## src/design/kmd5_pkg.sv

```systemverilog
// Package for the keyed MD5-structured hash unit.
// Holds shared types, the round constant table and round helper functions.
// No dependencies.
package kmd5_pkg;

   localparam int unsigned WordWidth  = 32;
   localparam int unsigned BlockWords = 16;
   localparam int unsigned RoundCount = 64;

   localparam logic [WordWidth-1:0] InitWord [4] = '{
      32'h67352301, 32'hefcdab79, 32'h98baccfe, 32'h11325476};

   localparam logic [7:0] PadByte = 8'h80;
   localparam logic [5:0] LenPos  = 6'd56;
   localparam logic [5:0] LastPos = 6'd63;

   localparam logic [WordWidth-1:0] RoundConst [RoundCount] = '{
      32'hd76a5478, 32'he867b756, 32'h242073db, 32'hc18d3eee,
      32'hf57308af, 32'h4787c62a, 32'ha8384613, 32'hfd469501,
      32'h688098d8, 32'h8b44f7af, 32'hff8f5bb1, 32'h898cd7be,
      32'h6b901822, 32'hfd987193, 32'ha679438e, 32'h49740821,
      32'hf6112562, 32'hc540b340, 32'h265e4a51, 32'he9b4c7aa,
      32'hd627105d, 32'h02541453, 32'hd8a15681, 32'he7d3fbc8,
      32'h21e4cde6, 32'hc33707d6, 32'hf4d50387, 32'h455a14ed,
      32'ha933e905, 32'hfcefa3f8, 32'h676f01d9, 32'h8d294c8a,
      32'hf1fa3942, 32'h8771f681, 32'h6d3d6122, 32'hfde5380c,
      32'ha4be6a44, 32'h4bdec3a9, 32'hf6b84b60, 32'hbebfbc70,
      32'h28937ec6, 32'heaa127fa, 32'hd4ef8085, 32'h04881d05,
      32'hd9d4d339, 32'he66b99e5, 32'h1fa27cf8, 32'hc4ac3665,
      32'hf4342244, 32'h432a6f97, 32'hab9423a7, 32'hfc95a039,
      32'h655559c3, 32'h8f0ccc92, 32'hf5eff47d, 32'h85845dd1,
      32'h6fa57e4f, 32'hf52ce6e0, 32'ha3014514, 32'h4e0851a1,
      32'hf7557e82, 32'h453af235, 32'h2ad782bb, 32'heb56d391};

   typedef enum logic [1:0] {
      SRC_INPUT,
      SRC_PAD,
      SRC_ZERO,
      SRC_LENGTH
   } byte_src_type;

   typedef enum logic [2:0] {
      ST_IDLE,
      ST_PAD,
      ST_ZERO,
      ST_LENGTH,
      ST_PREFETCH,
      ST_ROUND,
      ST_FOLD,
      ST_OUTPUT
   } state_type;

   // Commands from controller to datapath
   typedef struct packed {
      logic         byte_en;
      byte_src_type byte_src;
      logic         save_len;
      logic         prefetch;
      logic         round;
      logic         fold;
      logic         restart;
      logic [1:0]   out_index;
   } cmd_type;

   // Status from datapath to controller
   typedef struct packed {
      logic [5:0] pos;
      logic       last_round;
   } status_type;

   // Message word used by a given round
   function automatic logic [3:0] msg_index(input logic [5:0] rnd);
      logic [3:0] i;
      i = rnd[3:0];
      case (rnd[5:4])
         2'd0:    msg_index = i;
         2'd1:    msg_index = 4'((i << 2) + i + 4'd1);
         2'd2:    msg_index = 4'((i << 1) + i + 4'd5);
         default: msg_index = 4'((i << 3) - i);
      endcase
   endfunction

   // Left rotation amount for a given round
   function automatic logic [4:0] rot_amount(input logic [5:0] rnd);
      case ({rnd[5:4], rnd[1:0]})
         4'h0: rot_amount = 5'd7;
         4'h1: rot_amount = 5'd12;
         4'h2: rot_amount = 5'd17;
         4'h3: rot_amount = 5'd22;
         4'h4: rot_amount = 5'd5;
         4'h5: rot_amount = 5'd9;
         4'h6: rot_amount = 5'd14;
         4'h7: rot_amount = 5'd20;
         4'h8: rot_amount = 5'd4;
         4'h9: rot_amount = 5'd11;
         4'ha: rot_amount = 5'd16;
         4'hb: rot_amount = 5'd23;
         4'hc: rot_amount = 5'd6;
         4'hd: rot_amount = 5'd10;
         4'he: rot_amount = 5'd15;
         default: rot_amount = 5'd21;
      endcase
   endfunction

endpackage

```

## src/design/kmd5_ram.sv

```systemverilog
// Generic single-port-write, single-port-read RAM with registered read data.
// No dependencies.
module kmd5_ram #(
   parameter int unsigned Width = 32,
   parameter int unsigned Depth = 16
) (
   input  logic                     clock,
   input  logic                     wr_en,
   input  logic [$clog2(Depth)-1:0] wr_addr,
   input  logic [Width-1:0]         wr_data,
   input  logic [$clog2(Depth)-1:0] rd_addr,
   output logic [Width-1:0]         rd_data
);

   logic [Width-1:0] mem_ff [Depth];
   logic [Width-1:0] rd_data_ff;

   // Write port and registered read port
   always_ff @(posedge clock) begin
      if (wr_en) begin
         mem_ff[wr_addr] <= wr_data;
      end
      rd_data_ff <= mem_ff[rd_addr];
   end

   assign rd_data = rd_data_ff;

endmodule

```

## src/design/kmd5_datapath.sv

```systemverilog
// Datapath: key, chaining words, bit count, block word RAM and the round unit.
// Depends on kmd5_pkg and kmd5_ram.
module kmd5_datapath (
   input  logic                clock,
   input  logic                reset,
   input  logic                csr_write_enable,
   input  logic [31:0]         csr_write_data,
   input  logic [7:0]          in_byte,
   input  kmd5_pkg::cmd_type   cmd,
   output kmd5_pkg::status_type status,
   output logic [31:0]         digest_word
);
   import kmd5_pkg::*;

   logic [31:0] key_ff;
   logic [31:0] cv_ff [4];
   logic [31:0] a_ff, b_ff, c_ff, d_ff;
   logic [63:0] count_ff, len_ff;
   logic [5:0]  pos_ff, rnd_ff;
   logic [23:0] hold_ff;
   logic [7:0]  byte_val;
   logic        wr_en;
   logic [3:0]  rd_addr;
   logic [31:0] rd_word;
   logic [31:0] f_val, t_sum, t_rot, new_b;
   logic [63:0] t_dbl;

   // Select the byte to absorb
   always_comb begin
      case (cmd.byte_src)
         SRC_INPUT:  byte_val = in_byte;
         SRC_PAD:    byte_val = PadByte;
         SRC_LENGTH: byte_val = len_ff[{pos_ff[2:0], 3'b000} +: 8];
         default:    byte_val = 8'h00;
      endcase
   end

   assign wr_en   = cmd.byte_en && (pos_ff[1:0] == 2'd3);
   assign rd_addr = cmd.prefetch ? msg_index(6'd0) : msg_index(rnd_ff + 6'd1);

   kmd5_ram #(
      .Width(WordWidth),
      .Depth(BlockWords)
   ) u_block_ram (
      .clock  (clock),
      .wr_en  (wr_en),
      .wr_addr(pos_ff[5:2]),
      .wr_data({byte_val, hold_ff}),
      .rd_addr(rd_addr),
      .rd_data(rd_word)
   );

   // One round of the compression function
   always_comb begin
      case (rnd_ff[5:4])
         2'd0:    f_val = (b_ff & c_ff) | (~b_ff & d_ff);
         2'd1:    f_val = (b_ff & d_ff) | (c_ff & ~d_ff);
         2'd2:    f_val = b_ff ^ c_ff ^ d_ff;
         default: f_val = c_ff ^ (b_ff | ~d_ff);
      endcase
      t_sum = a_ff + f_val + rd_word + (RoundConst[rnd_ff] ^ key_ff);
      t_dbl = {t_sum, t_sum} << rot_amount(rnd_ff);
      t_rot = t_dbl[63:32];
      new_b = b_ff + t_rot;
   end

   // Key, chaining words and counters
   always_ff @(posedge clock) begin
      if (reset) begin
         key_ff   <= '0;
         for (int i = 0; i < 4; i++) cv_ff[i] <= InitWord[i];
         count_ff <= '0;
         pos_ff   <= '0;
         rnd_ff   <= '0;
      end else if (csr_write_enable) begin
         key_ff   <= csr_write_data;
         for (int i = 0; i < 4; i++) cv_ff[i] <= InitWord[i] ^ csr_write_data;
         count_ff <= '0;
         pos_ff   <= '0;
      end else begin
         if (cmd.restart) begin
            for (int i = 0; i < 4; i++) cv_ff[i] <= InitWord[i] ^ key_ff;
            count_ff <= '0;
            pos_ff   <= '0;
         end
         if (cmd.byte_en) begin
            pos_ff <= pos_ff + 6'd1;
            if (cmd.byte_src != SRC_LENGTH) begin
               count_ff <= count_ff + 64'd8;
            end
         end
         if (cmd.prefetch) begin
            rnd_ff <= '0;
         end else if (cmd.round) begin
            rnd_ff <= rnd_ff + 6'd1;
         end
         if (cmd.fold) begin
            cv_ff[0] <= cv_ff[0] + a_ff;
            cv_ff[1] <= cv_ff[1] + b_ff;
            cv_ff[2] <= cv_ff[2] + c_ff;
            cv_ff[3] <= cv_ff[3] + d_ff;
         end
      end
   end

   // Payload registers: working words, saved length, partial word
   always_ff @(posedge clock) begin
      if (cmd.save_len) begin
         len_ff <= count_ff;
      end
      if (cmd.byte_en) begin
         case (pos_ff[1:0])
            2'd0:    hold_ff[7:0]   <= byte_val;
            2'd1:    hold_ff[15:8]  <= byte_val;
            2'd2:    hold_ff[23:16] <= byte_val;
            default: hold_ff        <= hold_ff;
         endcase
      end
      if (cmd.prefetch) begin
         a_ff <= cv_ff[0];
         b_ff <= cv_ff[1];
         c_ff <= cv_ff[2];
         d_ff <= cv_ff[3];
      end else if (cmd.round) begin
         a_ff <= d_ff;
         d_ff <= c_ff;
         c_ff <= b_ff;
         b_ff <= new_b;
      end
   end

   assign status.pos        = pos_ff;
   assign status.last_round = (rnd_ff == 6'(RoundCount - 1));
   assign digest_word       = cv_ff[cmd.out_index];

   // Restart leaves the block position at zero
   a_restart_pos: assert property (@(posedge clock) disable iff (reset)
      cmd.restart |=> (pos_ff == 6'd0))
      else $error("block position not cleared by restart");

   // A word is written only on the fourth byte of a word
   a_word_write: assert property (@(posedge clock) disable iff (reset)
      wr_en |-> (cmd.byte_en && pos_ff[1:0] == 2'd3))
      else $error("word write off a word boundary");

   // Rounds run in order from the prefetch
   a_round_order: assert property (@(posedge clock) disable iff (reset)
      cmd.prefetch |=> (rnd_ff == 6'd0))
      else $error("round counter not cleared by prefetch");

endmodule

```

## src/design/kmd5_ctrl.sv

```systemverilog
// Controller: sequences absorb, padding, compression rounds and digest output.
// Depends on kmd5_pkg.
module kmd5_ctrl (
   input  logic                 clock,
   input  logic                 reset,
   input  logic                 req_valid,
   output logic                 req_ready,
   input  logic                 req_kind,
   output logic                 rsp_valid,
   input  logic                 rsp_ready,
   output logic [1:0]           word_index,
   output logic                 last_word,
   input  kmd5_pkg::status_type status,
   output kmd5_pkg::cmd_type    cmd
);
   import kmd5_pkg::*;

   state_type  state_ff, state_in;
   state_type  ret_ff, ret_in;
   logic [1:0] idx_ff, idx_in;

   // State register
   always_ff @(posedge clock) begin
      if (reset) begin
         state_ff <= ST_IDLE;
         ret_ff   <= ST_IDLE;
         idx_ff   <= '0;
      end else begin
         state_ff <= state_in;
         ret_ff   <= ret_in;
         idx_ff   <= idx_in;
      end
   end

   // Next state and commands
   always_comb begin
      state_in      = state_ff;
      ret_in        = ret_ff;
      idx_in        = idx_ff;
      cmd           = '0;
      cmd.byte_src  = SRC_ZERO;
      cmd.out_index = idx_ff;
      req_ready     = 1'b0;
      rsp_valid     = 1'b0;
      case (state_ff)
         ST_IDLE: begin
            req_ready = 1'b1;
            if (req_valid) begin
               if (req_kind) begin
                  cmd.save_len = 1'b1;
                  state_in     = ST_PAD;
               end else begin
                  cmd.byte_en  = 1'b1;
                  cmd.byte_src = SRC_INPUT;
                  if (status.pos == LastPos) begin
                     ret_in   = ST_IDLE;
                     state_in = ST_PREFETCH;
                  end
               end
            end
         end
         ST_PAD: begin
            cmd.byte_en  = 1'b1;
            cmd.byte_src = SRC_PAD;
            ret_in       = ST_ZERO;
            state_in     = (status.pos == LastPos) ? ST_PREFETCH : ST_ZERO;
         end
         ST_ZERO: begin
            if (status.pos == LenPos) begin
               state_in = ST_LENGTH;
            end else begin
               cmd.byte_en  = 1'b1;
               cmd.byte_src = SRC_ZERO;
               if (status.pos == LastPos) begin
                  ret_in   = ST_ZERO;
                  state_in = ST_PREFETCH;
               end
            end
         end
         ST_LENGTH: begin
            cmd.byte_en  = 1'b1;
            cmd.byte_src = SRC_LENGTH;
            if (status.pos == LastPos) begin
               ret_in   = ST_OUTPUT;
               state_in = ST_PREFETCH;
            end
         end
         ST_PREFETCH: begin
            cmd.prefetch = 1'b1;
            state_in     = ST_ROUND;
         end
         ST_ROUND: begin
            cmd.round = 1'b1;
            if (status.last_round) begin
               state_in = ST_FOLD;
            end
         end
         ST_FOLD: begin
            cmd.fold = 1'b1;
            idx_in   = '0;
            state_in = ret_ff;
         end
         ST_OUTPUT: begin
            rsp_valid = 1'b1;
            if (rsp_ready) begin
               idx_in = idx_ff + 2'd1;
               if (idx_ff == 2'd3) begin
                  cmd.restart = 1'b1;
                  state_in    = ST_IDLE;
               end
            end
         end
         default: begin
            state_in = ST_IDLE;
         end
      endcase
   end

   assign word_index = idx_ff;
   assign last_word  = (idx_ff == 2'd3);

   // No new transaction while the digest is being delivered
   a_no_overlap: assert property (@(posedge clock) disable iff (reset)
      rsp_valid |-> !req_ready)
      else $error("request taken during digest output");

   // Digest output starts at word zero
   a_first_word: assert property (@(posedge clock) disable iff (reset)
      $rose(rsp_valid) |-> (idx_ff == 2'd0))
      else $error("digest output does not start at word zero");

   // Restart follows only the last word
   a_restart_last: assert property (@(posedge clock) disable iff (reset)
      cmd.restart |-> (rsp_valid && rsp_ready && last_word))
      else $error("restart without last word taken");

endmodule

```

## src/design/keyed_md5_variant_hash_unit.sv

```systemverilog
// Top level of the keyed MD5-structured hash unit.
// Depends on kmd5_pkg, kmd5_ctrl and kmd5_datapath.
//
//  channel | signals                                   | direction
//  --------+-------------------------------------------+----------
//  req     | req_valid req_ready req_kind req_data_byte| in
//  rsp     | rsp_valid rsp_ready rsp_digest_word       | out
//          | rsp_word_index rsp_last_word              |
//  csr     | csr_write_enable csr_write_data           | in
//
// Data bytes are taken while idle; a byte that fills the block starts a compression
// (one prefetch, 64 rounds on the single round unit, one fold) with req held off.
// Finish walks the padding byte by byte, compresses once or twice,
// then shows four digest words, one per rsp transaction.
// Reset is synchronous; the key clears to zero and the message restarts.
// A stalled rsp holds the current word; req is held off until the digest is out.
module keyed_md5_variant_hash_unit (
   input  logic        clock,
   input  logic        reset,
   input  logic        req_valid,
   output logic        req_ready,
   input  logic        req_kind,
   input  logic [7:0]  req_data_byte,
   output logic        rsp_valid,
   input  logic        rsp_ready,
   output logic [31:0] rsp_digest_word,
   output logic [1:0]  rsp_word_index,
   output logic        rsp_last_word,
   input  logic        csr_write_enable,
   input  logic [31:0] csr_write_data
);
   import kmd5_pkg::*;

   cmd_type    cmd;
   status_type status;

   kmd5_ctrl u_ctrl (
      .clock     (clock),
      .reset     (reset),
      .req_valid (req_valid),
      .req_ready (req_ready),
      .req_kind  (req_kind),
      .rsp_valid (rsp_valid),
      .rsp_ready (rsp_ready),
      .word_index(rsp_word_index),
      .last_word (rsp_last_word),
      .status    (status),
      .cmd       (cmd)
   );

   kmd5_datapath u_datapath (
      .clock           (clock),
      .reset           (reset),
      .csr_write_enable(csr_write_enable),
      .csr_write_data  (csr_write_data),
      .in_byte         (req_data_byte),
      .cmd             (cmd),
      .status          (status),
      .digest_word     (rsp_digest_word)
   );

endmodule

```

## config.mk

```make
export PLATFORM = sky130hd
export DESIGN_NAME = keyed_md5_variant_hash_unit
export DESIGN_NICKNAME = d
export VERILOG_FILES = /design/src/design/kmd5_pkg.sv /design/src/design/kmd5_ram.sv /design/src/design/kmd5_datapath.sv /design/src/design/kmd5_ctrl.sv /design/src/design/keyed_md5_variant_hash_unit.sv
export SDC_FILE = /design/constraint.sdc
export NUM_CORES = 2
export LEC_CHECK = 0
export BUFFER_PORTS_ARGS = -buffer_cell sky130_fd_sc_hd__buf_2
export CORE_ASPECT_RATIO = 1.75
export CORE_MARGIN = 4
export CORE_UTILIZATION = 35
export CTS_BUF_LIST = sky130_fd_sc_hd__clkbuf_16
export DETAILED_ROUTE_END_ITERATION = 8
export PLACE_DENSITY = 0.49
export SYNTH_ARGS = -nofsm -noshare
export SYNTH_HDL_FRONTEND = slang
export SYNTH_HIERARCHICAL = 1
export SYNTH_SLANG_ARGS = --single-unit
```

## constraint.sdc

```tcl
create_clock -name clock -period 12.4 [get_ports clock]
set_input_delay 1.86 -clock clock [delete_from_list [all_inputs] [get_ports clock]]
set_output_delay 1.86 -clock clock [all_outputs]
set_load 0.05 [all_outputs]
```

[After elaboration in Yosys (flattened, before gate mapping)]
Memories as Yosys holds them, arrays and structs flattened. A register that Yosys moved wholly into a read port is not among the register bits.
Cells that the tools add are included.
W data, S select, Z words.
Storage, ports and cells
  bits in registers: 332
  RAM bits: 640
  memory bits (read-only): 2128
  input bits: 46
  output and inout bits: 37
  logic and storage cells: 206
  memories: 4
Cells by class
  add/sub/neg operators: 17
  magnitude comparators: 1
  eq/ne operators: 30
  shift operators: 2
  muxes and demuxes: 84
  bitwise gates (word level): 35
  reduce and logical (&&, ||, !) cells: 18
Memories
  (name not given): words 64, bits a word 32, rd ports 1, clocked after Yosys merged registers in 0, write ports 0, line kmd5_datapath.sv:61  | t_sum = a_ff + f_val + rd_word + (RoundConst[rnd_ff] ^ key_ff);
  u_datapath.u_block_ram.mem_ff: words 16, bits a word 32, rd ports 1, clocked after Yosys merged registers in 1, write ports 1, line kmd5_ram.sv:15  | logic [Width-1:0] mem_ff [Depth];
  u_datapath.cv_ff: words 4, bits a word 32, rd ports 5, clocked after Yosys merged registers in 1, write ports 4, line kmd5_datapath.sv:16  | logic [31:0] cv_ff [4];
  (name not given): words 16, bits a word 5, rd ports 1, clocked after Yosys merged registers in 1, write ports 0, line kmd5_pkg.sv:85  | case ({rnd[5:4], rnd[1:0]})
Operators by type and width (number)
  $mux W32: 22
  $add A32 B32 Y32: 8
  $mux W64: 3
  $and A32 B32 Y32: 4
  $xor A32 B32 Y32: 4
  $or A32 B32 Y32: 3
  $pmux W32 S3: 1
  $add A64 B4 Y64 const B: 1
  $not A32 Y32: 2
  $shiftx A64 B7 Y8: 1
  $shl A64 B5 Y64: 1
  $not A13 Y13: 4
  $mux W3: 16
  $not A22 Y22: 2
  $not A19 Y19: 2
  $mux W1: 25
  $mux W6: 4
  $pmux W3 S4: 2
  $pmux W3 S8: 1
  $pmux W8 S3: 1
  $eq A6 B6 Y1 const B: 3
  $mux W4: 4
  $ne A2 B2 Y1 const B: 7
  $add A6 B1 Y6 const B: 2
  27 further kinds: 64

[Logic depth before layout (Yosys ltp)]
  depth in word-level cells: 11
  gate-level depth with buffers: 43
  gate-level depth less buffers: 39

[Hierarchy]
Netlist, hierarchy kept.
Modules (own cells, without submodules)
  kmd5_datapath: instances 1, cells an instance 4103, area each 37791.2 sq um, sequential area each 12592.1 sq um
  kmd5_ram: instances 1, cells an instance 838, area each 19836.5 sq um, sequential area each 16015.4 sq um
  kmd5_ctrl: instances 1, cells an instance 75, area each 563.0 sq um, sequential area each 140.1 sq um

[Least setup slack after synthesis]
No wires, ideal clock.
  path type: flip-flop to flip-flop
  start: register u_datapath.rnd_ff[4]
  end: register u_datapath.b_ff[30] (data pin)
  library setup time: 0.260 ns
  arrival: 8.980 ns
  required time: 12.140 ns
  setup slack: 3.161 ns
  stages on the path, launching flop included: 39
  buffers on the path: 4
  period minus slack after synthesis: 9.239 ns
  cells stage by stage: dfxtp_1 > clkbuf_1 > buf_1 > clkbuf_1 > clkbuf_1 > xnor2_1 > o21ai_0 > o21ai_0 > fa_1 > fa_1 > inv_1 > ha_1 > inv_1 > fa_1 > nand2b_1 > a21oi_1 > o22a_4 > a21oi_4 > (+3 left out) > mux4_2 > mux2i_1 > mux2i_1 > mux2_2 > ha_1 > fa_1 > a21o_1 > a211oi_2 > o31ai_2 > a21oi_4 > o21ai_1 > a41oi_2 > a31oi_1 > o41a_1 > a211o_1 > o31ai_2 > xnor2_1 > mux2_2
On the way
  word-level cells in the longest chain between the ends: 10
  elaborated cells between the ends (all ways): 16
  those cells by class: add/sub: 4; eq/ne: 2; shift: 1; mux: 5; bitwise: 2; reduce/logical: 1; memory: 1
Ends and longest elaborated chain
  start: declaration: line kmd5_datapath.sv:19  | logic [5:0] pos_ff, rnd_ff;
  start signal: assignment: line kmd5_datapath.sv:95  | rnd_ff <= rnd_ff + 6'd1;
  branches (longest 5 deep; another with $add A32 B32 Y32)
  $add A32 B32 Y32 (*): line kmd5_datapath.sv:61
  $shl A64 B5 Y64 (*): line kmd5_datapath.sv:62  | t_dbl = {t_sum, t_sum} << rot_amount(rnd_ff);
  $add A32 B32 Y32 (*): line kmd5_datapath.sv:64  | new_b = b_ff + t_rot;
  $mux W32 (*): line kmd5_datapath.sv:124  | end else if (cmd.round) begin
  $mux W32 (*): line kmd5_datapath.sv:119  | if (cmd.prefetch) begin
  end signal: assignment: line kmd5_datapath.sv:121  | b_ff <= cv_ff[1];
  end signal: assignment: line kmd5_datapath.sv:128  | b_ff <= new_b;
  end: declaration: line kmd5_datapath.sv:17  | logic [31:0] a_ff, b_ff, c_ff, d_ff;
Mark *: on every way between the ends. The select of a mux whose other input is x is not followed.
A chain may end at the register's enable or synchronous reset.

[Worst setup path in the final report]
  start: register u_datapath.rnd_ff[0]
  end: register u_datapath.b_ff[30] (data pin)
On the way
  word-level cells in the longest chain between the ends: 10
Ends and longest elaborated chain (line)
  $not A6 Y7 (not written as such): kmd5_datapath.sv:61
  $mem_v2 Z64 W32
  $mux W32 (not written as such) (2 in series): kmd5_datapath.sv:61
  $xor A32 B32 Y32: kmd5_datapath.sv:61
  $add A32 B32 Y32: kmd5_datapath.sv:61
  $shl A64 B5 Y64: kmd5_datapath.sv:62
  $add A32 B32 Y32: kmd5_datapath.sv:64
  $mux W32: kmd5_datapath.sv:124
  $mux W32: kmd5_datapath.sv:119
No other way between the ends. The select of a mux whose other input is x is not followed.

==> results.cfg <==
[synth]
syn_area_per_cell_sq_um = 11.6
yosysUniqueCellTypes = 101
synth_fp_nets = 5349
ys_seq_area_share_pct = 49.4
async_reset_ff_share_pct = 0
syn_inst = 5016
ys_dominant_reg_cell = edfxtp_1
synth_seq_cells = 1008
synth-compound-area-share_pct = 15.1
synth_top_family_by_area = compound AO/OA/AOI/OAI gates
synth_mux_area_share_pct = 11.7
ys_warn_count = 6
synthXorXnorAreaFrac_pct = 3.79
syn_area_sq_um = 58200
synth_edf_count = 856
synth-simple-area-share_pct = 9.77
synth_fa_ha_area_share_pct = 7.04

[clocking]
htree_levels = 3
cts_hold_buf = 0
cts_tree = yes
cts_setup_buffers = 0
cts_resized = 0
clock-sinks = 1008
clock_latency_ns = 0.75
cts_buffers = 102
cts-root-buf = clkbuf_16
clkTransAtPathRegs_ns = 0.07
cts.path.max_buffers = 3

[place]
dp.cells = 7142
gp_congestion = 0.970
place_ws_ns = 1.47
placed_cell_area_sq_um = 61500
io_buffers = 82
place_hpwl_microns = 160000

[finish]
final_cell_count_no_fill = 7344
final_nets = 5390
final_util_pct = 39.3
fin_area_sq_um = 64800
syn2layout_area_growth_pct = 11.4
layout-drive-gt1-share_pct = 15.6
fill_cells = 15900

[die]
chipHeight_microns = 547
die_w_microns = 316
io_pins = 83
dieArea_sq_um = 173000
start_util_pct = 35.3
coreArea_sq_um = 165000
placementRows = 197

[critical_path]
r2r_start = u_datapath/rnd_ff[0]
cp_slowest_cell = nor4_1
max_stage_delay_ns = 0.86
critical_path_class = flop to flop
endpoint = u_datapath/b_ff[30]
arrival_ns = 11.52
r2r-end = u_datapath/b_ff[30]
endpoint_kind = flop
worstPathRequired_ns = 12.88
crit_start = u_datapath/rnd_ff[0]
crit_path_start_kind = flop
path_max_fanout = 13
reg2reg_slack_ns = 1.36
rr_worst_depth = 34

[drt]
drtIter0Drc = 3321
wirelength_microns = 219000
dr_wl_met3_microns = 8770
highest_layer = met5
vias = 42600
drc_errors = 0
wl_met2_microns = 119000
routedWlPerCell_microns = 29.8
dr.pass1.iters = 6
ant_nets = 0
vias_per_cell = 5.80
wl_met1_microns = 74400

[power]
p_int_mw = 5.78
cellPowerDensity_nw_per_um2 = 121
pwr-share-seq_pct = 49.1
power_mw = 7.83
peakVddDrop_uv = 113
swShare_pct = 26.2
p_leak_nw = 22.8
comb_power_share_pct = 10.7
switchingPower_mw = 2.05
clkPwrFrac_pct = 40.2

[grt]
first_global_vias = 43400
grt_use_total_pct = 24.9
grt_pass1_wl_microns = 311000
antenna_found_initial = 11
grt.overflow.total = 0
grt_max_degree = 118

[timing]
slew_headroom_pct = 18.1
setup_ws_ns = 1.36
whs_ns = 0.429
rsz0062_at_grt = false
fin_crit_ns = 11.04
max_freq_ghz = 0.0906
hold_viol_final = 0
worst_pin_slew_ns = 1.22
setup_violations = 0
setup_tns_ns = 0
finalCritPeriodShare_pct = 89.0
drv_slew = 0
clock_skew_ns = 0.0357

[run_status]
status = complete, no violations

[min_path]
hp-class = flop to flop

[flow_run]
cap_violations = 0
-- cells in the final DEF, fill, tap and decap left out, types with 19 or more instances in the layout --
cell and instances:
edfxtp_1 856, nand2_1 397, o21ai_0 352, a21oi_1 326, nor2_1 282, inv_1 220, ha_1 220, mux4_2 197
nand3_1 165, xnor2_1 153, dfxtp_1 146, mux2_2 124, buf_4 116, o211ai_1 107, clkbuf_16 104, a21o_1 103
xor2_1 99, mux2i_1 95, buf_2 82, a22oi_1 74, nor3_1 73, fa_1 67, or2_2 45, nand2b_1 38
and3_1 36, a31oi_1 36, o21a_1 34, nand4_1 31, clkinv_1 27, a211oi_1 26, clkinv_2 25, or3_1 23
nor2b_1 22, o31ai_1 22, a221oi_1 22, a221o_1 19
-- kinds of logic (layout without fill, tap and decap cells) --
family,Yosys count,in the layout
fa+ha+maj,287,287
other cells,0,8
compound gates,1352,1352
flops,1008,1008
xor+xnor,252,252
buf+inv,478,609
simple gates,1223,1223
mux,416,416
-- worst min path at each step --
stage,from,end,depth (start not counted)
after floorplan,u_datapath/count_ff[0],u_datapath/len_ff[0],0
after global routing,u_datapath/count_ff[1],u_datapath/len_ff[1],0
final,u_datapath/count_ff[1],u_datapath/len_ff[1],0
after CTS,u_datapath/count_ff[1],u_datapath/len_ff[1],0
after detailed placement,u_datapath/count_ff[0],u_datapath/len_ff[0],0
after global placement,u_datapath/count_ff[2],u_datapath/len_ff[2],0
-- flip-flops by register name (all words and copies together), names as in the netlist, 24 cells and up, named ones only --
name	flops
u_datapath/u_block_ram/mem_ff	512
u_datapath/cv_ff	128
u_datapath/count_ff	64
u_datapath/len_ff	64
u_datapath/a_ff	32
u_datapath/b_ff	32
u_datapath/c_ff	32
u_datapath/d_ff	32
u_datapath/key_ff	32
u_datapath/u_block_ram/rd_data	32
u_datapath/hold_ff	24
-- critical path, delay by kind of cell (launching register included) --
family / cells / cell delay [ns]
DFF: 1 / 0.62
xor gates and xnor gates: 3 / 0.46
adders and majority gates: 5 / 2.25
and+or+nand+nor: 6 / 2.50
muxes: 5 / 1.40
buffers and inverters: 2 / 0.35
AOI/OAI and AO/OA: 13 / 3.15
-- cells in the mapped netlist, types with 18 or more instances --
cell | number | area (sq um)
mux2_2 | 124 | 1400
o31ai_1 | 22 | 165
nand2_1 | 398 | 1490
xnor2_1 | 153 | 1340
and2_1 | 21 | 131
clkbuf_1 | 196 | 736
nand4_1 | 31 | 194
nor2b_1 | 26 | 163
a21o_1 | 103 | 773
dfxtp_1 | 152 | 3040
mux2i_1 | 95 | 951
o21bai_1 | 18 | 135
a211oi_1 | 26 | 195
o21ai_0 | 361 | 1810
a221o_1 | 19 | 190
a21oi_1 | 328 | 1640
and3_1 | 37 | 231
nand3_1 | 165 | 826
a311oi_1 | 18 | 158
ha_1 | 220 | 2750
a21boi_0 | 19 | 143
nand2b_1 | 38 | 238
a22oi_1 | 74 | 556
nor3_1 | 79 | 395
fa_1 | 67 | 1340
o211ai_1 | 107 | 803
a221oi_1 | 23 | 201
inv_1 | 206 | 773
or3_1 | 27 | 169
buf_1 | 41 | 154
xor2_1 | 99 | 867
a31oi_1 | 36 | 225
edfxtp_1 | 856 | 25700
nor2_1 | 297 | 1110
or2_2 | 46 | 288
mux4_2 | 197 | 4440
o21a_1 | 34 | 255
-- area by class of cell --
type / count / area, sq um / area share [%]
Tap cell: 2189 / 2740 / 4.22
Inverter: 212 / 796 / 1.23
Timing Repair Buffer: 203 / 1380 / 2.13
Multi-Input combinational cell: 3530 / 27800 / 42.9
Clock buffer: 104 / 2600 / 4.01
Clock inverter: 90 / 734 / 1.13
Sequential cell: 1008 / 28800 / 44.4
Antenna cell: 8 / 20.0 / 0.0309
-- power by group through the flow --
stage | Sequential, mW | Combinational [mW] | Clock, mW
after floorplan | 3.88 | 0.559 | 0
after global placement | 3.92 | 0.833 | 0
after detailed placement | 3.92 | 0.835 | 0
after CTS | 3.84 | 0.839 | 3.23
after global routing | 3.85 | 0.905 | 3.36
final | 3.84 | 0.839 | 3.14
-- routing by layer --
metal | vias to the layer above | track usage, %
li1 | 19200 | -
met1 | 21500 | 25.1
met2 | 1332 | 47.2
met3 | 513 | 3.23
met4 | 6 | 16.3
met5 | - | 0
(Power assumes the default switching activity.)
